`src/rtl/fri_pkg.sv`:
```
// ----------------------------------------------------------------------------
// fri_pkg
// shared types, constants and helpers for the four register interpreter core
// ----------------------------------------------------------------------------
package fri_pkg;

  localparam int PROGRAM_DEPTH = 128;
  localparam int IP_W          = 7;
  localparam int LEN_W         = 8;
  localparam int DATA_W        = 16;
  localparam int SUM_W         = DATA_W + 2;
  localparam int DIV_STEPS     = DATA_W;
  localparam int CNT_W         = $clog2(DIV_STEPS);

  typedef enum logic [3:0] {
    ACT_MOV   = 4'd0,
    ACT_ADD   = 4'd1,
    ACT_SUB   = 4'd2,
    ACT_MUL   = 4'd3,
    ACT_DIV   = 4'd4,
    ACT_JMP   = 4'd5,
    ACT_JE    = 4'd6,
    ACT_JNE   = 4'd7,
    ACT_JG    = 4'd8,
    ACT_JGE   = 4'd9,
    ACT_JL    = 4'd10,
    ACT_JLE   = 4'd11,
    ACT_READ  = 4'd12,
    ACT_PRINT = 4'd13,
    ACT_NOP   = 4'd14
  } action_e;

  typedef enum logic [2:0] {
    ST_IDLE,
    ST_EXEC,
    ST_DIV,
    ST_DIVFIX,
    ST_DONE
  } state_e;

  function automatic logic past_end(logic [LEN_W-1:0] ip, logic [LEN_W-1:0] len);
    return (ip >= len) || (ip >= LEN_W'(PROGRAM_DEPTH));
  endfunction

  function automatic logic [SUM_W-1:0] sext(logic [DATA_W-1:0] v);
    return {{(SUM_W-DATA_W){v[DATA_W-1]}}, v};
  endfunction

endpackage

```
`src/rtl/four_register_interpreter_core.sv`:
```
// ----------------------------------------------------------------------------
// four_register_interpreter_core
// executes one decoded instruction per item on four 16-bit registers,
// with one shared 18-bit adder used for add, sub, compares and division
// ----------------------------------------------------------------------------
//  channel  | handshake                | payload
//  in       | in_valid_i / in_ready_o  | action_i .. read_value_i
//  out      | out_valid_o / out_ready_i| next_ip_o .. div_zero_o
//  cfg      | cfg_valid_i / cfg_ready_o| program_length_i
//
//  the result is valid after the execute state; a div with nonzero divisor goes from
//  execute through 16 restoring steps on the shared adder and a sign fix state first
//  a new item is taken only after out_ready_i has taken the last result
//  one item at a time: in_ready_o is high only when none is in flight
//  the result is held in output registers until out_ready_i takes it
//  reset clears registers, ip, halt flag and program length at once
// ----------------------------------------------------------------------------
module four_register_interpreter_core
  import fri_pkg::*;
(
  input  logic                     clk_i,
  input  logic                     rst_ni,
  input  logic                     cfg_valid_i,
  output logic                     cfg_ready_o,
  input  logic [LEN_W-1:0]         program_length_i,
  input  logic                     in_valid_i,
  output logic                     in_ready_o,
  input  logic [3:0]               action_i,
  input  logic                     src_is_imm_i,
  input  logic [1:0]               src_reg_i,
  input  logic signed [DATA_W-1:0] src_imm_i,
  input  logic                     dst_is_imm_i,
  input  logic [1:0]               dst_reg_i,
  input  logic signed [DATA_W-1:0] dst_imm_i,
  input  logic [IP_W-1:0]          jump_target_i,
  input  logic signed [DATA_W-1:0] read_value_i,
  output logic                     out_valid_o,
  input  logic                     out_ready_i,
  output logic [IP_W-1:0]          next_ip_o,
  output logic                     halted_o,
  output logic                     print_valid_o,
  output logic signed [DATA_W-1:0] print_value_o,
  output logic                     div_zero_o
);

  state_e state_q, state_d;

  logic [LEN_W-1:0]  prog_len_q;
  logic [IP_W-1:0]   ip_q, ip_d;
  logic              halt_q, halt_d;

  logic [DATA_W-1:0] rf_mem [4];
  logic [3:0]        rf_vld_q;
  logic              rf_we;
  logic [DATA_W-1:0] rf_wdata;

  action_e           act_q;
  logic              src_is_imm_q, dst_is_imm_q;
  logic [1:0]        dst_reg_q;
  logic [DATA_W-1:0] src_imm_q, dst_imm_q, rd_val_q, src_rd_q, dst_rd_q;
  logic [IP_W-1:0]   tgt_q;

  logic [DATA_W-1:0] rem_q, rem_d, quo_q, quo_d, dvs_q, dvs_d;
  logic              neg_q, neg_d;
  logic [CNT_W-1:0]  cnt_q, cnt_d;

  logic [IP_W-1:0]   nip_q, nip_d;
  logic              hlt_q, hlt_d, pv_q, pv_d, dz_q, dz_d;
  logic [DATA_W-1:0] pval_q, pval_d;

  logic [SUM_W-1:0]  add_a, add_b, sum;
  logic              add_sub;

  logic [DATA_W-1:0] src, dval, opnd2, src_abs, dval_abs;
  logic [DATA_W-1:0] prod;
  logic [DATA_W:0]   shifted;
  logic              stop, lt, eq, jump, retire, div_go;
  logic [LEN_W-1:0]  nxt;

  logic in_fire, out_fire;

  assign in_fire  = in_valid_i && in_ready_o;
  assign out_fire = out_valid_o && out_ready_i;

  assign src      = src_is_imm_q ? src_imm_q : src_rd_q;
  assign dval     = dst_rd_q;
  assign opnd2    = dst_is_imm_q ? dst_imm_q : dval;
  assign src_abs  = src[DATA_W-1] ? DATA_W'(-src) : src;
  assign dval_abs = dval[DATA_W-1] ? DATA_W'(-dval) : dval;
  assign prod     = dval * src;
  assign shifted  = {rem_q, quo_q[DATA_W-1]};
  assign stop     = halt_q || past_end({1'b0, ip_q}, prog_len_q);
  assign div_go   = !stop && (act_q == ACT_DIV) && (dval != '0);

  // shared adder
  assign sum = add_sub ? (add_a - add_b) : (add_a + add_b);
  assign lt  = sum[SUM_W-1];
  assign eq  = (sum == '0);

  // next state
  always_comb begin
    state_d = state_q;
    unique case (state_q)
      ST_IDLE:   if (in_fire) state_d = ST_EXEC;
      ST_EXEC:   state_d = div_go ? ST_DIV : ST_DONE;
      ST_DIV:    if (cnt_q == CNT_W'(DIV_STEPS - 1)) state_d = ST_DIVFIX;
      ST_DIVFIX: state_d = ST_DONE;
      ST_DONE:   if (out_fire) state_d = ST_IDLE;
      default:   state_d = ST_IDLE;
    endcase
  end

  // handshake outputs
  always_comb begin
    in_ready_o  = (state_q == ST_IDLE);
    out_valid_o = (state_q == ST_DONE);
    cfg_ready_o = 1'b1;
  end

  // datapath control
  always_comb begin
    add_a    = sext(dval);
    add_b    = sext(src);
    add_sub  = 1'b0;
    rf_we    = 1'b0;
    rf_wdata = src;
    jump     = 1'b0;
    retire   = 1'b0;
    rem_d    = rem_q;
    quo_d    = quo_q;
    dvs_d    = dvs_q;
    neg_d    = neg_q;
    cnt_d    = cnt_q;
    ip_d     = ip_q;
    halt_d   = halt_q;
    nip_d    = nip_q;
    hlt_d    = hlt_q;
    pv_d     = pv_q;
    pval_d   = pval_q;
    dz_d     = dz_q;
    nxt      = '0;

    unique case (state_q)
      ST_EXEC: begin
        pv_d   = 1'b0;
        pval_d = '0;
        dz_d   = 1'b0;
        if (stop) begin
          halt_d = 1'b1;
          nip_d  = ip_q;
          hlt_d  = 1'b1;
        end else begin
          retire = 1'b1;
          case (act_q) inside
            ACT_MOV: rf_we = 1'b1;
            ACT_ADD: begin
              rf_we    = 1'b1;
              rf_wdata = sum[DATA_W-1:0];
            end
            ACT_SUB: begin
              add_sub  = 1'b1;
              rf_we    = 1'b1;
              rf_wdata = sum[DATA_W-1:0];
            end
            ACT_MUL: begin
              rf_we    = 1'b1;
              rf_wdata = prod;
            end
            ACT_DIV: begin
              if (dval == '0) begin
                rf_we    = 1'b1;
                rf_wdata = '0;
                dz_d     = 1'b1;
              end else begin
                retire = 1'b0;
                rem_d  = '0;
                quo_d  = src_abs;
                dvs_d  = dval_abs;
                neg_d  = src[DATA_W-1] ^ dval[DATA_W-1];
                cnt_d  = '0;
              end
            end
            ACT_JMP: jump = 1'b1;
            ACT_JE, ACT_JNE, ACT_JG, ACT_JGE, ACT_JL, ACT_JLE: begin
              add_a   = sext(src);
              add_b   = sext(opnd2);
              add_sub = 1'b1;
              case (act_q)
                ACT_JE:  jump = eq;
                ACT_JNE: jump = !eq;
                ACT_JG:  jump = !lt && !eq;
                ACT_JGE: jump = !lt;
                ACT_JL:  jump = lt;
                default: jump = lt || eq;
              endcase
            end
            ACT_READ: begin
              rf_we    = 1'b1;
              rf_wdata = rd_val_q;
            end
            ACT_PRINT: begin
              pv_d   = 1'b1;
              pval_d = src;
            end
            default: ;
          endcase
        end
      end
      ST_DIV: begin
        add_a   = {1'b0, shifted};
        add_b   = {2'b00, dvs_q};
        add_sub = 1'b1;
        cnt_d   = cnt_q + CNT_W'(1);
        if (!sum[SUM_W-1]) begin
          rem_d = sum[DATA_W-1:0];
          quo_d = {quo_q[DATA_W-2:0], 1'b1};
        end else begin
          rem_d = shifted[DATA_W-1:0];
          quo_d = {quo_q[DATA_W-2:0], 1'b0};
        end
      end
      ST_DIVFIX: begin
        add_a    = '0;
        add_b    = {2'b00, quo_q};
        add_sub  = neg_q;
        rf_we    = 1'b1;
        rf_wdata = sum[DATA_W-1:0];
        retire   = 1'b1;
      end
      default: ;
    endcase

    if (retire) begin
      nxt    = jump ? {1'b0, tgt_q} : ({1'b0, ip_q} + LEN_W'(1));
      halt_d = past_end(nxt, prog_len_q);
      ip_d   = nxt[IP_W-1:0];
      nip_d  = nxt[IP_W-1:0];
      hlt_d  = halt_d;
    end
  end

  always_ff @(posedge clk_i or negedge rst_ni) begin
    if (!rst_ni) begin
      state_q    <= ST_IDLE;
      prog_len_q <= '0;
      ip_q       <= '0;
      halt_q     <= 1'b0;
      rf_vld_q   <= '0;
    end else begin
      state_q <= state_d;
      ip_q    <= ip_d;
      halt_q  <= halt_d;
      if (cfg_valid_i && cfg_ready_o) prog_len_q <= program_length_i;
      if (rf_we) rf_vld_q[dst_reg_q] <= 1'b1;
    end
  end

  // register file and item capture
  always_ff @(posedge clk_i) begin
    if (rf_we) rf_mem[dst_reg_q] <= rf_wdata;
    if (in_fire) begin
      src_rd_q     <= rf_vld_q[src_reg_i] ? rf_mem[src_reg_i] : '0;
      dst_rd_q     <= rf_vld_q[dst_reg_i] ? rf_mem[dst_reg_i] : '0;
      act_q        <= action_e'(action_i);
      src_is_imm_q <= src_is_imm_i;
      src_imm_q    <= src_imm_i;
      dst_is_imm_q <= dst_is_imm_i;
      dst_reg_q    <= dst_reg_i;
      dst_imm_q    <= dst_imm_i;
      tgt_q        <= jump_target_i;
      rd_val_q     <= read_value_i;
    end
  end

  always_ff @(posedge clk_i) begin
    rem_q  <= rem_d;
    quo_q  <= quo_d;
    dvs_q  <= dvs_d;
    neg_q  <= neg_d;
    cnt_q  <= cnt_d;
    nip_q  <= nip_d;
    hlt_q  <= hlt_d;
    pv_q   <= pv_d;
    pval_q <= pval_d;
    dz_q   <= dz_d;
  end

  assign next_ip_o     = nip_q;
  assign halted_o      = hlt_q;
  assign print_valid_o = pv_q;
  assign print_value_o = pval_q;
  assign div_zero_o    = dz_q;

endmodule

```
`config.mk`:
```
export PLATFORM = sky130hd
export DESIGN_NAME = four_register_interpreter_core
export DESIGN_NICKNAME = d
export VERILOG_FILES = /design/src/rtl/fri_pkg.sv /design/src/rtl/four_register_interpreter_core.sv
export SDC_FILE = /design/constraint.sdc
export NUM_CORES = 1
export LEC_CHECK = 0
export BUFFER_PORTS_ARGS = -buffer_cell sky130_fd_sc_hd__buf_2
export CAP_MARGIN = 0
export CORE_ASPECT_RATIO = 0.9
export CORE_MARGIN = 3
export CORE_UTILIZATION = 45
export DETAILED_ROUTE_END_ITERATION = 10
export PLACE_DENSITY = 0.62
export SLEW_MARGIN = 10
export SYNTH_ARGS = -nofsm -noshare
export SYNTH_HDL_FRONTEND = slang
export SYNTH_SLANG_ARGS = --single-unit
```
`constraint.sdc`:
```
create_clock -name clk_i -period 20.1 [get_ports clk_i]
set_input_delay 4.02 -clock clk_i [delete_from_list [all_inputs] [get_ports clk_i]]
set_output_delay 4.02 -clock clk_i [all_outputs]
set_load 0.01 [all_outputs]
```
## Word level (Yosys, flattened, before mapping)

Memories as Yosys holds them, arrays and structs flattened. A register that Yosys moved wholly into a read port is not among the register bits.
Index checks and enable logic that the tools add are counted.

- Add/subtract/negate cells: 6
- Multiply operators: 1
- Order comparisons: 7
- Equal/unequal tests: 28
- Mux-type cells: 118
- Bitwise logic cells: 10
- Reductions and logical operators: 30

Operators with widths:

| operator | count |
|---|---|
| 16-bit two-way mux | 28 |
| 18-bit two-way mux | 17 |
| 18-bit case mux with 3 select lines | 2 |
| 16-bit case mux with 2 select lines | 3 |
| 1-bit two-way mux | 43 |
| 16-bit negation | 2 |
| 4-bit == test, second input constant | 7 |
| 4-bit two-way mux | 7 |
| 7-bit two-way mux | 3 |
| 18-bit adder | 1 |
| 18-bit logical NOT | 1 |
| 18-bit subtractor | 1 |
| 4-bit by 3-bit == test with 1-bit output, second input constant | 4 |
| 16-bit logical NOT | 1 |
| 16-bit by 16-bit multiplier with 16-bit output | 1 |
| 2-bit inequality test, second input constant | 8 |
| 8-bit AND reduction | 2 |
| 16-bit nonzero test | 1 |
| 15-bit two-way mux | 1 |
| 3-bit case mux with 5 select lines | 1 |
| 15-bit OR reduction | 1 |
| 14-bit OR reduction | 1 |
| 3-bit two-way mux | 4 |
| 6-bit OR reduction | 2 |
| 31 further kinds | 58 |

- Flip-flop bits (word level): 165
- Memory bits (writable): 64
- Input port bits: 78
- Output and inout bits: 29
- Logic and storage cells: 225
- Memories: 1

Memory list:

| memory | depth | bits a word | rd ports | clocked after memory_dff | wr ports | line | source |
|---|---|---|---|---|---|---|---|
| rf_mem | 4 | 16 | 2 | 2 | 1 | four_register_interpreter_core.sv:52 | `logic [DATA_W-1:0] rf_mem [4];` |

## Logic depth before layout (Yosys ltp)

Gate-level depths: netlist of run 1.

- Depth in word-level cells: 30
- Depth in mapped cells: 38
- Gate-level depth less buffers: 36

## Worst setup path after synthesis of run 1

No wires, ideal clock.

- Kind: in2reg
- From: input port in_valid_i
- To: register act_q[0] (enable)
- Setup time: 0.665 ns
- Arrival time: 10.514 ns
- Slack: 8.921 ns
- Stages: 2
- Path buffers: 0
- Path through: nand2_1 > nor3_1

- Word-level cells in the longest chain between the ends: 1

Ends and longest elaborated chain:

| element | line | source |
|---|---|---|
| start, declared | four_register_interpreter_core.sv:26 | `input logic in_valid_i,` |
| 1-bit logical AND | four_register_interpreter_core.sv:82 | `assign in_fire = in_valid_i && in_ready_o;` |
| via in_fire | four_register_interpreter_core.sv:80 | `logic in_fire, out_fire;` |
| end signal, assigned | four_register_interpreter_core.sv:264 | `act_q <= action_e'(action_i);` |
| end, declared | four_register_interpreter_core.sv:57 | `action_e act_q;` |

The timed path passes the listed nets, and every way through them passes these cells.
A chain may end at the register's enable or synchronous reset.

## Worst setup path in the final report of run 1

- From: register state_q[0]
- To: register hlt_q, in the netlist halted_o (data pin)

- Word-level cells in the longest chain between the ends: 21

Ends and longest elaborated chain:

| element | line | source |
|---|---|---|
| start, declared | four_register_interpreter_core.sv:46 | `state_e state_q, state_d;` |
| start signal, assigned | four_register_interpreter_core.sv:250 | `state_q <= state_d;` |
| 3-bit by 2-bit == test with 1-bit output / 3-bit by 1-bit == test with 1-bit output (equally long branches) | four_register_interpreter_core.sv:143 | `unique case (state_q)` |
| 18-bit case mux with 3 select lines | four_register_interpreter_core.sv:143 |  |
| 18-bit adder / 18-bit subtractor (equally long branches) | four_register_interpreter_core.sv:96 | `assign sum = add_sub ? (add_a - add_b) : (add_a + add_b);` |
| 18-bit two-way mux | four_register_interpreter_core.sv:96 |  |
| 18-bit logical NOT | four_register_interpreter_core.sv:98 | `assign eq = (sum == '0);` |
| 1-bit logical NOT | four_register_interpreter_core.sv:190, four_register_interpreter_core.sv:191 |  |
| 1-bit logical AND | four_register_interpreter_core.sv:191 | `ACT_JG: jump = !lt && !eq;` |
| 1-bit case mux with 5 select lines | four_register_interpreter_core.sv:188 | `case (act_q)` |
| 1-bit two-way mux (7 in a row) | four_register_interpreter_core.sv:154 | `case (act_q) inside` |
| 1-bit two-way mux | four_register_interpreter_core.sv:148 | `if (stop) begin` |
| 1-bit two-way mux | four_register_interpreter_core.sv:143 |  |
| 8-bit two-way mux | four_register_interpreter_core.sv:234 | `nxt = jump ? {1'b0, tgt_q} : ({1'b0, ip_q} + LEN_W'(1));` |
| 8-bit greater-or-equal comparator | fri_pkg.sv:42 | `return (ip >= len) \|\| (ip >= LEN_W'(PROGRAM_DEPTH));` |
| 1-bit logical OR | fri_pkg.sv:42 |  |
| 1-bit two-way mux (*) | n/a |  |
| via halt_d | four_register_interpreter_core.sv:50 | `logic halt_q, halt_d;` |
| end signal, assigned | four_register_interpreter_core.sv:282 | `hlt_q <= hlt_d;` |
| end, declared | four_register_interpreter_core.sv:68 | `logic hlt_q, hlt_d, pv_q, pv_d, dz_q, dz_d;` |

The timed path passes the listed nets; every way through them passes the cells marked *.

==> results of run 1 <==
## routing by layer
metal | routed length (um) | up-vias
met4 | 2540 | 0
li1 | - | 6844
met2 | 27800 | 849
met3 | 6390 | 148
met5 | 0 | -
met1 | 26700 | 7624
## layout make-up
cell class	instances	area, um^2
tap	540	676
multi-input combinational	1335	10400
sequential	261	7720
clock buffer	35	758
inverter	162	608
timing repair buffer	159	931
clock inverter	19	223
fill	3629	20000
## kinds of logic (layout without fill, tap and decap cells)
group | Yosys count | after routing | share of synthesized area
other cells | 1 | 1 | 0.000197
buf+inv | 266 | 375 | 0.0530
compound gates | 393 | 393 | 0.139
fa+ha+maj | 167 | 167 | 0.142
mux | 98 | 98 | 0.0745
flops | 261 | 261 | 0.405
simple gates | 574 | 574 | 0.140
xor+xnor | 102 | 102 | 0.0469
## layout by cell type, fill, tap and decap left out, drive strengths merged, types with 13 or more instances in the layout
cell type / instances
a211oi: 27
a21o: 14
a21oi: 82
a221o: 14
a221oi: 14
a22oi: 13
a31oi: 19
and2: 35
buf: 159
clkbuf: 35
dfrtp: 23
edfxtp: 238
fa: 81
ha: 86
inv: 166
mux2: 31
mux2i: 35
mux4: 32
nand2: 208
nand2b: 14
nand3: 22
nor2: 154
nor2b: 46
nor3: 29
o21ai: 99
o22ai: 19
o31ai: 13
or3: 13
xnor2: 78
xor2: 24
## state kept, by name, summed over array words and instances (netlist names), 7 cells and up
name,cells
dst_imm_q,16
tgt_q,7
prog_len_q,8
dst_rd_q,16
src_rd_q,16
ip_q,7
src_imm_q,16
next_ip_o,7
rem_q,16
dvs_q,16
rf_mem,64
print_value_o,16
rd_val_q,16
quo_q,16
## path summary, 6_finish.rpt
kind	slack [ns]	from	depth (start not counted)	end
setup / recovery	9.81	state_q[0]	33	halted_o
setup reg to reg	9.81	state_q[0]	33	halted_o
hold reg to reg	0.50	rf_vld_q[2]	1	rf_vld_q[2]
hold / removal	0.50	rf_vld_q[2]	1	rf_vld_q[2]
max in group asynchronous	16.06	rst_ni	1	rf_vld_q[1]
min in group asynchronous	3.51	rst_ni	1	ip_q[3]
## critical path: cells and delay by family, from the launching register on
kind,cells,cell delay [ns]
AOI/OAI and AO/OA,11,3.26
xor gates and xnor gates,2,0.35
adders and majority gates,3,0.96
buffers and inverters,4,1.37
DFF,1,0.70
muxes,1,0.39
and+or+nand+nor,12,2.97
## metrics by stage
stage                     hold WS, ns  cell area, um^2  setup slack (ns)   util
after global placement          0.466            20300             10.13  0.492
final                           0.499            21300              9.81  0.516
after floorplan                 0.451            19100              8.92      -
after CTS                       0.494            21300              9.89  0.516
after detailed placement        0.481            20300              9.95  0.492
after global routing            0.509            21300              9.05  0.516
==> results.yml, run 1 <==
critical_path:
  cpPeakStageDelay_ns: 0.70
  critPathKind: "reg2reg"
  cp_max_fo: 26
  start_kind: "flop"
  worstPathRequired_ns: 20.42
  crit_path_end_kind: "flop"
  cp_data_arrival_time_ns: 10.61
  crit_slowest_cell: "dfrtp_1"
timing:
  rsz0062_at_grt: "no"
  setup_violations: 0
  max_slew_margin: 0.244
  finalCritPeriodShare: 0.512
  max_freq_mhz: 97.1
  fin_crit_ns: 10.29
  finalMaxSlewViolations: 0
  worst_slew_pin_slew_ns: 1.13
  finClkSkew_ns: 0.0224
  final_hold_viol_count: 0
  fin_tns_setup_ns: 0
grt:
  antenna_found_initial: 0
  grt_use_total: 0.280
  grt_pass1_wl_um: 96000
  grt_use_met2: 0.424
  grt_max_degree: 69
  grt_pass1_vias: 14800
  met1_usage: 0.403
  grt_overflow: 0
  grtUsageMet3: 0.0584
  grt.busiest_layer: "met2"
logic_synthesis:
  yosysWarningCount: 0
  synth_most_common_cell: "edfxtp_1"
  yosys_most_used_dff: "edfxtp_1"
  async_flop_share: 0.0881
  synth_edf_count: 238
  yosysSeqAreaShare: 0.405
  syn_inst: 1862
  synth_common_cells: "238 x edfxtp_1, 208 x nand2_1, 162 x inv_1"
  ys_ff_latch: 261
  synth.area.top_cells: "edfxtp_1 37%, fa_1 8.5%, ha_1 5.6%, nand2_1 4.1%, mux4_2 3.8%"
  synth_top_area_cell: "edfxtp_1"
  synth_area_per_cell_um2: 10.2
  yosys.cell_types.count: 84
  synth.net_count: 2107
  yosysTopAreaCellShare: 0.375
  syn_area_um2: 19100
detailed_routing:
  drt_iter0_drc: 1863
  route.vias.total: 15500
  firstDrtPassIters: 6
  wirelength_um: 63500
  wl_per_cell_um: 25.3
  via_per_inst: 6.16
  ant_nets: 0
  route.detailed.drc: 0
clocking:
  cts_setup_buffers: 0
  cts_resized: 0
  clockBufferDepth: 3
  cts_buffers: 29
  holdBufCountCts: 0
  cts-root-buf: "clkbuf_16"
  cts_tree: "done"
  htreeDepth: 1
  clk_pin_slew_ns: 0.07
  clock_latency_ns: 0.58
  clock_sinks: 261
floorplanning:
  pin_count: 107
  die_area_um2: 44900
  die_height_um: 201
  fp-row-count: 70
  core_um2: 41300
  start_util: 0.462
  die_w_um: 223
placed_design:
  port_buffers: 105
  hpwl_um: 46300
  dp_cells: 2457
  routabilityCongestion: 0.980
finish:
  drive_above_1_share: 0.147
  antenna_cells: 0
  instances_no_fill: 2511
  syn_to_final_growth_pct: 11.7
  nets: 2193
worst_hold_path:
  hold_path.class: "reg2reg"
job:
  cap_violations: 0
outcome:
  status: "finished, final reports clean"
Power of run 1 is left out: the tool's default activity adds up to more than one toggle a clock period on the data nets, which glitch-free logic cannot reach.
==> run 2, diff against run 1 <==
- PLACE_DENSITY: 0.62 -> 0.64
- clock period: 20.1 -> 9 ns (I/O delays scaled with it)
==> results.yml, run 2 (synthesis gave the netlist of run 1 again) <==
timing:
  final_hold_viol_count: 0
  worst_slew_pin_slew_ns: 1.03
  finClkSkew_ns: 0.0175
  setup_violations: 0
  fin_crit_ns: 8.58
  max_slew_margin: 0.313
  fin_tns_setup_ns: 0
  finalMaxSlewViolations: 0
  max_freq_mhz: 117
  finalCritPeriodShare: 0.953
  holdWs_ns: 0.496
  timing.final.ws_setup_ns: 0.425
detailed_routing:
  firstDrtPassIters: 6
  route.detailed.drc: 0
  wirelength_um: 65500
  ant_nets: 0
  wl_per_cell_um: 25.4
  drt_iter0_drc: 2185
  via_per_inst: 6.18
  route.vias.total: 15900
finish:
  layout_common_cells: "238 x edfxtp_1, 208 x nand2_1, 162 x inv_1"
  drive_above_1_share: 0.185
  largest_reg_flops: 64
  final_common_cell: "edfxtp_1"
  antenna_cells: 0
  nets: 2263
  regMostFlops: "rf_mem"
  design_area_um2: 21900
  syn_to_final_growth_pct: 14.9
clocking:
  clock_sinks: 261
  cts_tree: "done"
  htreeDepth: 1
  clock_latency_ns: 0.58
  clk_pin_slew_ns: 0.06
  clockBufferDepth: 3
  cts_buffers: 29
  cts-root-buf: "clkbuf_16"
critical_path:
  cp_data_arrival_time_ns: 8.90
  crit_family: "compound AO/OA/AOI/OAI gates"
  reg2reg_depth: 31
  critPathKind: "reg2reg"
  critPathBufInv: 2
  crit_path_end_kind: "flop"
  start_kind: "flop"
  cpPeakStageDelay_ns: 0.60
  worstPathRequired_ns: 9.32
  crit_slowest_cell: "dfrtp_1"
  cp_max_fo: 18
  path_depth: 31
grt:
  grt_pass1_wl_um: 97200
  grt_max_degree: 72
  grt_overflow: 0
  antenna_found_initial: 1
  grt_use_total: 0.286
  grt_pass1_vias: 15600
placed_design:
  place_ws_ns: 0.194
  port_buffers: 105
  routabilityCongestion: 1.05
  place_area_um2: 20800
  hpwl_um: 49100
floorplanning:
  core_um2: 41300
  die_area_um2: 44900
  pin_count: 107
  die_height_um: 201
  die_w_um: 223
  fp-row-count: 70
  start_util: 0.462
job:
  cap_violations: 0
worst_hold_path:
  hold_path.class: "reg2reg"
  whs_path_depth: 1
outcome:
  status: "finished, final reports clean"
==> run 2: path summary, 6_finish.rpt <==
check                       startpoint     endpoint  slack, ns
max                         state_q[0]     halted_o       0.42
max in group asynchronous       rst_ni   state_q[1]       7.21
min in group asynchronous       rst_ni      ip_q[1]       1.30
max reg2reg                 state_q[0]     halted_o       0.42
min                        rf_vld_q[0]  rf_vld_q[0]       0.50
min reg2reg                rf_vld_q[0]  rf_vld_q[0]       0.50
==> run 2: per-layer routing <==
layer  track usage  wire, um  up-vias
li1              -         -     6978
met1         0.394     26100     7789
met2         0.429     28500      957
met3        0.0553      6700      219
met4         0.148      4280        2
met5             0        13        -
==> run 2: cell type report <==
class	instances	area (um^2)
clock buffers	36	762
repair buffers	229	1480
fillers	3619	19300
flip-flops and latches	261	7720
well taps	540	676
clock inverters	18	165
inverters	162	608
multi-input cells	1335	10500
==> run 2: repair_timing <==
item,in CTS,in global routing
setup buffers,0,2
setup endpoints to repair,0,2
gates resized for setup,0,24
hold buffers,0,0
==> run 2: worst reg2reg max path, delay by kind of cell (launching register included) <==
family	cells	cell delay [ns]
xor gates and xnor gates	1	0.16
muxes	1	0.36
buffers and inverters	2	0.64
and+or+nand+nor	14	2.63
AOI/OAI and AO/OA	11	3.28
adders and majority gates	2	0.64
DFF	1	0.60
==> run 2: metrics by stage <==
| stage | std cells | util |
|---|---|---|
| finish | 2581 | 0.531 |
| global route | 2581 | 0.531 |
| CTS | 2579 | 0.528 |
| detailed placement | 2525 | 0.505 |
| global placement | 2525 | 0.505 |
| floorplan | 1862 | - |
Power of run 2 is left out for the same reason.
==> run 3, diff against run 2 <==
- CORE_UTILIZATION: 45 -> 40
- PLACE_DENSITY: 0.64 -> 0.56
- clock period: 9 -> 8.1 ns (I/O delays scaled with it)
==> results.yml, run 3 (synthesis gave the netlist of run 1 again) <==
outcome:
  status: "finished, violations left"
  violations: "negative setup slack"
critical_path:
  crit_path_end_kind: "flop"
  crit_slowest_cell: "a311o_1"
  worstPathRequired_ns: 8.43
  cp_data_arrival_time_ns: 8.46
  cpPeakStageDelay_ns: 0.45
  critPathKind: "reg2reg"
  start_kind: "flop"
  cp_max_fo: 3
job:
  cap_violations: 0
timing:
  timing.final.ws_setup_ns: -0.0318
  setup_violations: 1
  finClkSkew_ns: 0.0174
  worst_slew_pin_slew_ns: 1.04
  finalCritPeriodShare: 1.00
  fin_tns_setup_ns: -0.0318
  rsz0062_at_grt: "yes"
  holdWs_ns: 0.503
  max_freq_mhz: 123
  final_hold_viol_count: 0
  max_slew_margin: 0.299
  finalMaxSlewViolations: 0
  fin_crit_ns: 8.13
finish:
  multi_input_area_um2: 10800
  regMostFlops: "rf_mem"
  final_util: 0.505
  final_common_cell: "buf_4"
  final-seq-area_um2: 7720
  drive_above_1_share: 0.266
  layout_common_cells: "279 x buf_4, 238 x edfxtp_1, 207 x nand2_1"
  nFillCells: 4263
  instances_no_fill: 2820
  largest_reg_flops: 64
  antenna_cells: 0
  nets: 2427
  syn_to_final_growth_pct: 24.2
floorplanning:
  start_util: 0.407
  pin_count: 107
  die_w_um: 236
  fp-row-count: 75
  die_height_um: 213
  die_area_um2: 50300
  core_um2: 46800
grt:
  grt_max_degree: 69
  grt_overflow: 0
  grt_pass1_wl_um: 103000
  grt_pass1_vias: 16100
  grt_use_total: 0.274
  antenna_found_initial: 0
clocking:
  clock_sinks: 261
  cts_buffers: 30
  cts_tree: "done"
  clk_pin_slew_ns: 0.07
  clock_latency_ns: 0.60
  htreeDepth: 1
  clockBufferDepth: 3
  cts-root-buf: "clkbuf_16"
detailed_routing:
  firstDrtPassIters: 7
  route.detailed.drc: 0
  drt_iter0_drc: 1871
  ant_nets: 0
  wirelength_um: 70000
  via_per_inst: 5.78
  route.vias.total: 16300
  wl_per_cell_um: 24.8
placed_design:
  routabilityCongestion: 0.959
  dp_cells: 2750
  hpwl_um: 53700
  port_buffers: 105
worst_hold_path:
  hold_path.class: "reg2reg"
run 3: changes by cell type in the layout (fill, tap and decap cells not counted), moves of 5 or more:
cell / change
o21ai_0: -5
buf_4: +157
a21oi_2: +7
a21oi_1: -11
run 3: repair_timing:
item | CTS | global route
cloned | 0 | 1
hold endpoints to repair | 0 | 0
endpoints found under the setup margin | 2 | 2
pin swaps | 13 | 25
resized for setup | 34 | 58
hold buffers | 0 | 0
buffers inserted | 5 | 10
run 3: cell type report:
type / count / area share
clock buffer: 35 / 0.0325
sequential: 261 / 0.326
multi-input combinational: 1335 / 0.458
timing repair buffer: 392 / 0.116
tap: 616 / 0.0326
inverter: 162 / 0.0257
clock inverter: 19 / 0.00867
run 3: worst paths after layout:
kind	from	end	cells after the start	slack, ns
min in group asynchronous	rst_ni	ip_q[2]	1	1.09
hold reg to reg	rf_vld_q[3]	rf_vld_q[3]	1	0.50
setup reg to reg	prog_len_q[2]	halted_o	37	-0.03
hold / removal	rf_vld_q[3]	rf_vld_q[3]	1	0.50
max in group asynchronous	rst_ni	rf_vld_q[0]	1	6.51
setup / recovery	prog_len_q[2]	halted_o	37	-0.03
run 3: through the flow:
| stage | area [um^2] | setup WS, ns |
|---|---|---|
| 6_report | 23700 | -0.0318 |
| 5_1_grt | 23700 | -0.408 |
| 4_1_cts | 23300 | 0.0121 |
| 3_5_place_dp | 22100 | -0.617 |
| 3_3_place_gp | 22100 | -0.459 |
| 2_1_floorplan | 19100 | 0.0208 |
run 3: worst max-delay path: cells and delay by family, from the launching register on:
kind	cells	cell delay, ns
mux	1	0.13
compound gates	14	3.38
buf+inv	2	0.28
xor+xnor	1	0.14
flops	1	0.36
simple gates	16	2.77
fa+ha+maj	3	0.80
run 3: metal layers:
metal | routed length, um | vias to the layer above | GRT usage
met3 | 6140 | 122 | 0.0471
met2 | 32100 | 779 | 0.439
met1 | 29300 | 8094 | 0.381
met4 | 2540 | 0 | 0.0898
li1 | - | 7299 | -
met5 | 0 | - | 0
Power of run 3 is left out for the same reason.
